`src/rtl/traffic_gen_fifo_node_defines.svh`:
```
// Assertion macros shared by the node RTL.
// No dependencies.
`ifndef TRAFFIC_GEN_FIFO_NODE_DEFINES_SVH
`define TRAFFIC_GEN_FIFO_NODE_DEFINES_SVH
`define TGN_ASSERT_IMP(label, clk, rst_n, ante, cons) \
    label: assert property (@(posedge clk) disable iff (!rst_n) (ante) |-> (cons)) \
        else $error("assertion failed");
`define TGN_ASSERT_NXT(label, clk, rst_n, ante, cons) \
    label: assert property (@(posedge clk) disable iff (!rst_n) (ante) |=> (cons)) \
        else $error("assertion failed");
`endif

```
`src/rtl/tgn_pkg.sv`:
```
// Types and constants for the traffic generator node.
// No dependencies.
`timescale 1ns / 1ps
`default_nettype none
package tgn_pkg;
    localparam logic [1:0] OP_START = 2'd0;
    localparam logic [1:0] OP_TICK  = 2'd1;
    localparam logic [1:0] OP_STOP  = 2'd2;
    localparam logic [1:0] OP_NONE  = 2'd3;

    localparam logic [1:0] SYNC_BARRIER = 2'd0;
    localparam logic [1:0] SYNC_NEVER   = 2'd1;
    localparam logic [1:0] SYNC_WINDOW  = 2'd2;
    localparam logic [1:0] SYNC_RSVD    = 2'd3;

    localparam logic [2:0] REG_CHIP_ID   = 3'd0;
    localparam logic [2:0] REG_IN_EN     = 3'd1;
    localparam logic [2:0] REG_OUT_EN    = 3'd2;
    localparam logic [2:0] REG_RATE      = 3'd3;
    localparam logic [2:0] REG_SEED      = 3'd4;
    localparam logic [2:0] REG_WINDOW    = 3'd5;
    localparam logic [2:0] REG_SYNC      = 3'd6;

    localparam logic [31:0] PPM_SCALE = 32'd1000000;
    localparam logic [31:0] SEED_MIX  = 32'd2654435761;
    // ceil(2^50 / 1000000): exact quotient for any 32-bit word after a shift by 50
    localparam logic [31:0] PPM_RECIP = 32'h431BDE83;

    localparam int QUEUE_SLOTS = 32;
    localparam int QUEUE_AW    = $clog2(QUEUE_SLOTS);
    localparam int QUEUE_CW    = $clog2(QUEUE_SLOTS + 1);

    typedef struct packed {
        logic [1:0]  op;
        logic [63:0] tick_seq;
        logic        nb_valid;
        logic [31:0] nb_source;
        logic [63:0] nb_time;
        logic [23:0] nb_payload;
        logic [63:0] nb_local_seq;
    } t_in;

    typedef struct packed {
        logic        tx_valid;
        logic [31:0] tx_source;
        logic [63:0] tx_time;
        logic [23:0] tx_payload;
        logic [63:0] tx_local_seq;
        logic        done_flag;
        logic [5:0]  occupancy;
        logic [63:0] sent_total;
        logic [63:0] received_total;
        logic [63:0] generated_total;
        logic [63:0] dropped_total;
        logic [5:0]  peak_occupancy;
    } t_out;

    typedef struct packed {
        logic [31:0] source;
        logic [63:0] time_v;
        logic [23:0] payload;
        logic [63:0] local_seq;
    } t_pkt;

    typedef enum logic [3:0] {
        ST_IDLE, ST_RNG1, ST_QUO, ST_MOD, ST_RNG2, ST_POP, ST_POPW,
        ST_PUSH_L, ST_PUSH_N, ST_WAITDIV, ST_OUT
    } t_state;

    function automatic logic [31:0] xorshift(input logic [31:0] x);
        logic [31:0] y;
        y = x ^ (x << 13);
        y = y ^ (y >> 17);
        y = y ^ (y << 5);
        return y;
    endfunction
endpackage
`default_nettype wire

```
`src/rtl/tgn_div.sv`:
```
// Bit-serial remainder of a 64-bit dividend by a 16- or 32-bit divisor.
// Depends on tgn_pkg.
`timescale 1ns / 1ps
`default_nettype none
module tgn_div (
    input  wire logic        i_clk,
    input  wire logic        i_rst_n,
    input  wire logic        i_start,
    input  wire logic [63:0] i_num,
    input  wire logic [31:0] i_den,
    output logic             o_busy,
    output logic [31:0]      o_rem
);
    import tgn_pkg::*;
    logic [63:0] r_num;
    logic [32:0] r_rem, n_rem_sh;
    logic [6:0]  r_cnt;
    logic [31:0] r_den;

    assign n_rem_sh = {r_rem[31:0], r_num[63]};
    assign o_busy   = (r_cnt != 7'd0);
    assign o_rem    = r_rem[31:0];

    always_ff @(posedge i_clk) begin
        if (!i_rst_n) begin
            r_cnt <= '0;
        end else if (i_start) begin
            r_cnt <= 7'd64;
            r_num <= i_num;
            r_den <= i_den;
            r_rem <= '0;
        end else if (o_busy) begin
            r_cnt <= r_cnt - 7'd1;
            r_num <= {r_num[62:0], 1'b0};
            r_rem <= (n_rem_sh >= {1'b0, r_den}) ? n_rem_sh - {1'b0, r_den} : n_rem_sh;
        end
    end
endmodule
`default_nettype wire

```
`config.mk`:
```
export PLATFORM = sky130hd
export DESIGN_NAME = tgn_div
export DESIGN_NICKNAME = d
export VERILOG_FILES = /design/src/rtl/traffic_gen_fifo_node_defines.svh /design/src/rtl/tgn_pkg.sv /design/src/rtl/tgn_div.sv
export SDC_FILE = /design/constraint.sdc
export NUM_CORES = 1
export LEC_CHECK = 0
export BUFFER_PORTS_ARGS = -buffer_cell sky130_fd_sc_hd__buf_2
export CORE_MARGIN = 5
export CORE_UTILIZATION = 50
export CTS_CLUSTER_SIZE = 25
export DETAILED_ROUTE_END_ITERATION = 10
export PLACE_DENSITY = 0.71
export SETUP_SLACK_MARGIN = 0.3
export SLEW_MARGIN = 20
export SYNTH_ARGS = -nofsm -noshare
export SYNTH_HDL_FRONTEND = slang
export SYNTH_SLANG_ARGS = --single-unit
```
`constraint.sdc`:
```
create_clock -name i_clk -period 5.3 [get_ports i_clk]
set_input_delay 0.795 -clock i_clk [delete_from_list [all_inputs] [get_ports i_clk]]
set_output_delay 0.795 -clock i_clk [all_outputs]
set_load 0.02 [all_outputs]
```
Yosys cells after proc, flatten, opt, wreduce, memory -nomap -nowiden:

Index checks and enable logic that the tools add are counted.

* register bits after elaboration: 135
* bits of input ports: 99
* output and inout bits: 33

* $add $sub $neg: 2
* $lt $le $gt $ge: 1
* multiplexer cells: 6
* bitwise operators: 1
* reductions and logical operators: 5

Operator list (number)
* 64-bit 2-to-1 mux: 2
* 32-bit 2-to-1 mux: 2
* 33-bit by 32-bit >= comparator with 1-bit output: 1
* 32-bit subtractor: 1
* 7-bit 2-to-1 mux: 2
* 7-bit nonzero test: 1
* 7-bit by 1-bit subtractor with 7-bit output (second input constant): 1
* 2-bit AND reduction: 2
* 2-bit nonzero test: 1
* 2-bit OR reduction: 1
* 1-bit NOT: 1

Logic depth before layout (Yosys ltp):

Gate-level depths: netlist of the first run.

* depth in word-level cells: 3
* depth in mapped cells: 13
* gate-level depth less buffers: 13

Least setup slack after synthesis of the first run:

Ideal clock, no wire load.

* path kind: input-to-reg
* start: input port i_start
* end: register r_num[0] (enable)
* library setup time: 0.462 ns
* arrival time: 3.870 ns
* required time: 4.838 ns
* path slack: 0.968 ns
* stages: 4
* path buffers: 3
* cell sequence: clkbuf_1 clkbuf_1 buf_1 o21a_1

* word-level cells in the longest chain between the ends: 2

Ends and longest elaborated chain
* start: declaration: RTL line tgn_div.sv:8 `input wire logic i_start,`
* 2-bit nonzero test (no line)
* 2-bit AND reduction (no line)
* end signal: assignment: RTL line tgn_div.sv:29 `r_num <= i_num;`
* end signal: assignment: RTL line tgn_div.sv:34 `r_num <= {r_num[62:0], 1'b0};`
* end: declaration: RTL line tgn_div.sv:15 `logic [63:0] r_num;`

No other way between the ends.
A chain may end at the register's enable or synchronous reset.

Worst setup path after layout of the first run:

* start: register r_rem[17]
* end: register r_rem[20] (data pin)

* word-level cells in the longest chain between the ends: 3

Ends and longest elaborated chain
* start: declaration: RTL line tgn_div.sv:16 `logic [32:0] r_rem, n_rem_sh;`
* start signal: assignment: RTL line tgn_div.sv:35 `r_rem <= (n_rem_sh >= {1'b0, r_den}) ? n_rem_sh - {1'b0, r_den} : n_rem_sh;`
* 32-bit subtractor / 33-bit by 32-bit >= comparator with 1-bit output (equally long branches): RTL line tgn_div.sv:35
* 32-bit 2-to-1 mux (*): RTL line tgn_div.sv:35
* 32-bit 2-to-1 mux (*): RTL line tgn_div.sv:32 `end else if (o_busy) begin`

Every way passes the cells marked *; elsewhere a longest branch is shown, timed or not. The select of a mux whose other input is x is not followed.

==> results of run 1 <==
[flip-flops by register name (all words and copies together), names as in the netlist]
name	cells
r_num	64
r_den	32
r_rem	32
r_cnt	7
[power breakdown]
group          switching, mW  internal [mW]
combinational          0.887          0.642
clock                  0.484          0.703
sequential             0.109           1.44
[tightest hold or removal path, delay by kind of cell (launching register included)]
| family | cells | cell delay (ns) |
|---|---|---|
| flip-flops | 1 | 0.32 |
| AO/OA/AOI/OAI | 2 | 0.13 |
[metrics by stage]
stage | util, % | hold slack [ns] | cells
after CTS | 60.29 | 0.4848 | 923
after global routing | 60.31 | 0.5146 | 923
after global placement | 56.22 | 0.4622 | 892
after detailed placement | 56.22 | 0.4741 | 892
final | 60.33 | 0.4943 | 924
after floorplan | - | 0.4495 | 596
[worst max-delay path by stage]
stage                         start   endpoint  slack, ns  depth (start not counted)
after floorplan             i_start   r_num[0]       0.97                          4
after global placement    r_rem[17]  r_rem[18]       1.74                         11
after detailed placement  r_rem[17]  r_rem[20]       1.59                         11
after CTS                 r_rem[17]  r_rem[20]       1.57                         11
after global routing      r_rem[17]  r_rem[20]       1.31                         11
final                     r_rem[17]  r_rem[20]       1.61                         11
[per-layer routing]
layer,GRT usage [%],share of wire (%),vias up
met4,6.231,1.7,4
met1,22.62,41,2418
met5,0,0.15,-
li1,-,-,2462
met3,7.642,8.6,26
met2,31.55,48,159
[kinds of logic (layout without fill, tap and decap cells)]
group / Yosys count / count (layout) / share of synthesized area [%]
and+or+nand+nor: 136 / 136 / 8.817
muxes: 89 / 89 / 13.29
AOI/OAI and AO/OA: 105 / 105 / 9.812
xor gates and xnor gates: 32 / 32 / 3.842
adders and majority gates: 34 / 34 / 5.935
other: 0 / 1 / 0
DFF: 135 / 135 / 54.61
buffers and inverters: 65 / 208 / 3.688
[final cells by class]
cell class,count,area [sq um],area share [%]
diodes,1,2.502,0.02876
clock buffers,17,425.4,4.889
clock inverters,14,161.4,1.855
inverters,42,157.7,1.812
multi-input cells,396,3049,35.04
flip-flops and latches,135,3984,45.78
well taps,184,230.2,2.646
repair buffers,135,691.9,7.951
[cells in the final DEF, fill, tap and decap left out, types with 4 or more instances in the layout]
cell type,n
a211oi_1,4
a21o_1,13
a21oi_1,34
a31oi_1,5
and2_1,5
and3_1,5
buf_2,130
buf_4,4
clkbuf_16,17
dfxtp_1,7
edfxtp_1,128
ha_1,33
inv_1,42
inv_6,7
mux2_2,63
mux2i_1,26
nand2_1,30
nand2b_1,5
nand3_1,12
nand4_1,4
nor2_1,51
nor3_1,4
o21ai_0,14
or3_1,5
xnor2_1,17
xor2_1,15
==> flow_summary_export.csv, run 1 <==
group,metric,value,unit
clock_network,post_cts_buffers,0,
sta,tightest_slew,0.8946,ns
synthesis,synth_cells,596,
synthesis,ys_top_cells_by_area,"edfxtp_1 53%, mux2_2 9.7%, ha_1 5.7%",
route,routed_wl,15700,microns
outcome,status,"completed",
route,drt_pass1_iterations,6,
route,viasPerCell,5.486,
die,die_y,130.8,microns
synthesis,synth_top_area_share,52.69,%
route,drt_iter0_markers,342,
synthesis,synth_top_cell_by_area,"edfxtp_1",
die,pin_count,132,
synthesis,ys_seq_area_share,54.61,%
sta,worst_slack,1.608,ns
sta,finalHoldViolCount,0,
clock_network,clk_latency,0.43,ns
worst_setup_path,reg2reg_depth,11,
power_and_ir_drop,leakage,3.685,nW
clock_network,max-clock-path-buffers,2,
sta,finalSetupTns,0,ns
power_and_ir_drop,ir_drop,263.5,uV
route,post_drt_wl_per_cell,16.99,microns
clock_network,path_clk_slew,0.06,ns
worst_setup_path,arrival,3.84,ns
global_route,grt_pass1_vias,5190,
synthesis,synth_most_common_cell,"edfxtp_1",
power_and_ir_drop,power_density,489.8,nW/um^2
global_route,track_usage,18.99,%
sta,clock-skew-final,0.01862,ns
layout,layout-drive-gt1-share,32.07,%
worst_setup_path,regToRegSetupSlack,1.61,ns
layout,fillers,1197,
placed_design,dpl_worst_slack,1.591,ns
die,die_w,130.8,microns
worst_setup_path,cp_slowest_stage_delay,0.72,ns
worst_setup_path,end_kind,"flop",
worst_setup_path,cp_slowest_cell,"o21ai_4",
sta,timing.fmax,270.9,MHz
worst_setup_path,startpoint_type,"flop",
worst_setup_path,critPathMaxFanout,22,
job,max_cap_violations,0,
synthesis,ys_ff_latch,135,
clock_network,cts_resized,0,
worst_setup_path,cp_data_required_time,5.45,ns
layout,fin_nets,860,
sta,rsz0062_at_grt,"no",
sta,slew_headroom,40.13,%
route,vias,5069,
synthesis,synth_area_per_cell,12.24,sq um
clock_network,clock_sinks,135,
die,start_util,50.57,%
synthesis,yosys_warnings,0,
clock_network,cts-root-buf,"clkbuf_16",
die,rows,44,
route,ant_nets,0,
sta,final_max_slew_viol_count,0,
worst_setup_path,worstReg2RegEnd,"r_rem[20]",
sta,fin_crit,3.692,ns
power_and_ir_drop,finalPower,4.262,mW
worst_setup_path,cp_num_buf_inv,1,
clock_network,hold_buffers,0,
global_route,grt_max_degree,95,
layout,syn_to_final_growth,19.30,%
clock_network,cts_buffers,17,
route,drcViolationCount,0,
sta,timing.final.crit_share,69.65,%
global_route,antenna_found_initial,2,
synthesis,synth_fp_nets,729,
clock_network,htree_levels,4,
worst_setup_path,critPathKind,"reg -> reg",
worst_setup_path,r2r_start,"r_rem[17]",
worst_setup_path,crit_chain,"ha_1 > a21oi_1 > a2bb2oi_1 > nor4b_1 > o21ai_0 > o21ai_2 > a21boi_4 > o21ai_4 > buf_4 > mux2i_1 > nor2_1",
synthesis,synth_flop_cell,"edfxtp_1",
min_path,min_from,"r_cnt[6]",
placed_design,portBuffers,131,
die,coreArea,14420,sq um
min_path,hold_depth,2,
sta,setup_viol,0,
placed_design,gp_congestion,0.8617,
layout,stdcell_area,8702,sq um
worst_setup_path,cp_top_family,"compound AO/OA/AOI/OAI gates",
synthesis,netlist-cell-type-count,59,
synthesis,synthesis.area,7294,sq um
die,dieArea,17100,sq um
synthesis,synth_common_cells,"128 x edfxtp_1, 63 x mux2_2, 51 x nor2_1",
placed_design,place_area,8109,sq um
placed_design,hpwl,11220,microns
min_path,min_to,"r_cnt[6]",
synthesis,async_reset_ff_share,0,%
global_route,grt-ovfl-total,0,
clock_network,cts_tree,"built",
synthesis,synth_edf_count,128,
global_route,grt_pass1_wl,25160,microns
min_path,hold_class,"reg -> reg",
No activity file was read; power rests on OpenSTA's default activity.
==> run 2, diff against run 1 <==
--- a/config.mk
+++ b/config.mk
@@ -5,12 +5,13 @@
 export SDC_FILE = /design/constraint.sdc
 export NUM_CORES = 1
 export LEC_CHECK = 0
+export ABC_AREA = 1
 export BUFFER_PORTS_ARGS = -buffer_cell sky130_fd_sc_hd__buf_2
 export CORE_MARGIN = 5
 export CORE_UTILIZATION = 50
 export CTS_CLUSTER_SIZE = 25
 export DETAILED_ROUTE_END_ITERATION = 10
-export PLACE_DENSITY = 0.71
+export PLACE_DENSITY = 0.7
 export SETUP_SLACK_MARGIN = 0.3
 export SLEW_MARGIN = 20
 export SYNTH_ARGS = -nofsm -noshare
==> constraint.sdc (replaced) <==
create_clock -name i_clk -period 3.65 [get_ports i_clk]
set_input_delay 0.5475 -clock i_clk [delete_from_list [all_inputs] [get_ports i_clk]]
set_output_delay 0.5475 -clock i_clk [all_outputs]
set_load 0.02 [all_outputs]
==> run 2 against run 1 <==
- via count up 34%
- worst setup slack worse by 0.58 ns
- first-iteration DRC count is 18% higher
- cell count up 56%
- synthesized cell count is 82% higher
- largest cell class unchanged
==> flow_summary_export.csv, run 2 <==
group,metric,value,unit
global_route,grt-ovfl-total,0,
outcome,status,"completed",
placed_design,placedCellCount,1412,
global_route,grt_pass1_vias,6581,
synthesis,synth_edf_count,128,
placed_design,place_area,9199,sq um
clock_network,max-clock-path-buffers,2,
clock_network,clk_latency,0.43,ns
sta,tightest_slew,0.9557,ns
worst_setup_path,critPathKind,"reg -> reg",
worst_setup_path,startpoint_type,"flop",
clock_network,clock_sinks,135,
synthesis,synth_common_cells,"470 x nand2_1, 158 x inv_1, 128 x edfxtp_1",
die,dieArea,19400,sq um
layout,layout_common_cells,"470 x nand2_1, 158 x inv_1, 131 x buf_2, 128 x edfxtp_1, 100 x nor2_1",
synthesis,synth_top_family_by_area,"simple AND/OR/NAND/NOR gates",
clock_network,cts_resized,0,
synthesis,synth_top_area_share,46.00,%
synthesis,synthMuxAreaShare,0,%
sta,final_max_slew_viol_count,0,
synthesis,synthesis.area,8356,sq um
synthesis,synth_fp_nets,1216,
global_route,antenna_found_initial,0,
route,vias,6813,
power_and_ir_drop,ir_drop,415.7,uV
die,coreArea,16470,sq um
global_route,track_usage,20.02,%
sta,timing.final.crit_share,71.75,%
layout,largest_reg_flops,64,
layout,stdcell_area,9756,sq um
sta,finalHoldViolCount,0,
job,max_cap_violations,0,
clock_network,hold_buffers,0,
route,drcViolationCount,0,
sta,rsz0062_at_grt,"no",
power_and_ir_drop,power_density,598.2,nW/um^2
synthesis,synthXorXnorAreaFrac,1.782,%
power_and_ir_drop,power.switching,2.213,mW
synthesis,ys_seq_area_share,47.68,%
route,viasPerCell,4.718,
power_and_ir_drop,p_sw_share,37.92,%
clock_network,cts_buffers,17,
clock_network,cts-root-buf,"clkbuf_16",
layout,layout-drive-gt1-share,16.83,%
worst_setup_path,end_kind,"flop",
route,drt_iter0_markers,403,
global_route,grt_pass1_wl,31770,microns
sta,timing.fmax,381.8,MHz
synthesis,synth_most_common_cell,"nand2_1",
sta,finalSetupTns,0,ns
synthesis,synthAdderAreaFrac,5.181,%
die,die_w,139.3,microns
layout,fillers,1549,
worst_setup_path,critPathMaxFanout,31,
synthesis,synth-compound-area-share,1.977,%
sta,setup_viol,0,
clock_network,cts_tree,"built",
layout,largest_register,"r_num",
layout,antennaDiodeCount,0,
die,rows,47,
power_and_ir_drop,pwr-share-clk,28.3,%
synthesis,synth_simple_gate_area_share,34.14,%
layout,reg_top3,"r_num x64, r_den x32, r_rem x32",
sta,clock-skew-final,0.01110,ns
die,pin_count,132,
synthesis,synth_area_per_cell,7.715,sq um
global_route,grt_max_degree,97,
die,start_util,50.74,%
power_and_ir_drop,p_comb_share,35.3,%
route,post_drt_wl_per_cell,13.12,microns
worst_setup_path,arrival,2.91,ns
layout,syn_to_final_growth,16.76,%
placed_design,hpwl,13680,microns
synthesis,netlist-cell-type-count,35,
power_and_ir_drop,leakage,5.083,nW
synthesis,synth_cells,1083,
synthesis,synth_flop_cell,"edfxtp_1",
power_and_ir_drop,p_int,3.623,mW
synthesis,ys_top_cells_by_area,"edfxtp_1 46%, nand2_1 21%, inv_1 7.1%",
synthesis,ys_ff_latch,135,
route,ant_nets,0,
sta,fin_crit,2.619,ns
sta,slew_headroom,36.29,%
synthesis,yosys_warnings,0,
synthesis,synth_top_cell_by_area,"edfxtp_1",
min_path,hold_class,"in -> reg",
layout,fin_nets,1344,
power_and_ir_drop,p_seq_share,36.5,%
clock_network,path_clk_slew,0.07,ns
clock_network,htree_levels,4,
placed_design,gp_congestion,0.9297,
worst_setup_path,cp_data_required_time,3.94,ns
synthesis,async_reset_ff_share,0,%
die,die_y,139.3,microns
route,drt_pass1_iterations,7,
placed_design,portBuffers,131,
layout,final_common_cell,"nand2_1",
route,routed_wl,18940,microns
clock_network,post_cts_buffers,0,
layout,stdcell_count,1444,
==> run 2: logic make-up after synthesis <==
group | after synthesis
compound gates | 29
simple gates | 675
fa+ha+maj | 34
buf+inv | 193
xor+xnor | 17
flops | 135
==> run 2: metrics by stage <==
stage | total power, mW | hold slack, ns | setup WS, ns | utilization, %
after floorplan | 3.718 | 0.4217 | 0.6797 | -
after global placement | 4.190 | 0.4343 | 1.073 | 55.87
after detailed placement | 4.221 | 0.4464 | 1.043 | 55.87
after CTS | 5.885 | 0.2769 | 1.014 | 59.25
after global routing | 6.255 | 0.2801 | 0.7516 | 59.25
final | 5.835 | 0.2929 | 1.031 | 59.25
==> run 2: final timing paths <==
path / startpoint / to / slack [ns] / cells after the start
hold / removal: i_den[10] / r_den[10] / 0.29 / 1
setup reg to reg: r_rem[27] / r_rem[18] / 1.03 / 8
setup / recovery: r_rem[27] / r_rem[18] / 1.03 / 8
hold reg to reg: r_cnt[0] / r_cnt[0] / 0.46 / 1
==> run 2: critical path, stage by stage, from the launching register on <==
cell	delay, ns
edfxtp_1	0.42
ha_1	0.38
a21oi_1	0.26
nand2_1	0.11
a21oi_1	0.19
nand3_2	0.13
a21oi_4	0.73
nor2_1	0.13
nor2_1	0.13
==> run 2: routing by layer <==
layer | track usage (%) | vias to the layer above | wire length [microns]
met2 | 32.21 | 163 | 8688
met5 | 0 | - | 0
met3 | 5.798 | 18 | 1240
li1 | - | 3615 | -
met1 | 26.95 | 3017 | 8785
met4 | 4.737 | 0 | 227
==> run 2: area by class of cell <==
cell class	instances	area (sq um)	share of cell area, %
clock buffers	18	429.2	4.399
clock inverters	14	127.6	1.308
inverters	167	626.9	6.426
multi-input cells	755	3615	37.05
flip-flops and latches	135	3984	40.84
well taps	220	275.3	2.822
repair buffers	135	698.2	7.157
==> run 2: power by group through the flow <==
stage	registers, mW	logic, mW	clock network [mW]
global placement	2.15	2.04	0
floorplan	2.25	1.46	0
global route	2.16	2.35	1.74
detailed placement	2.16	2.06	0
finish	2.13	2.06	1.65
CTS	2.13	2.07	1.68
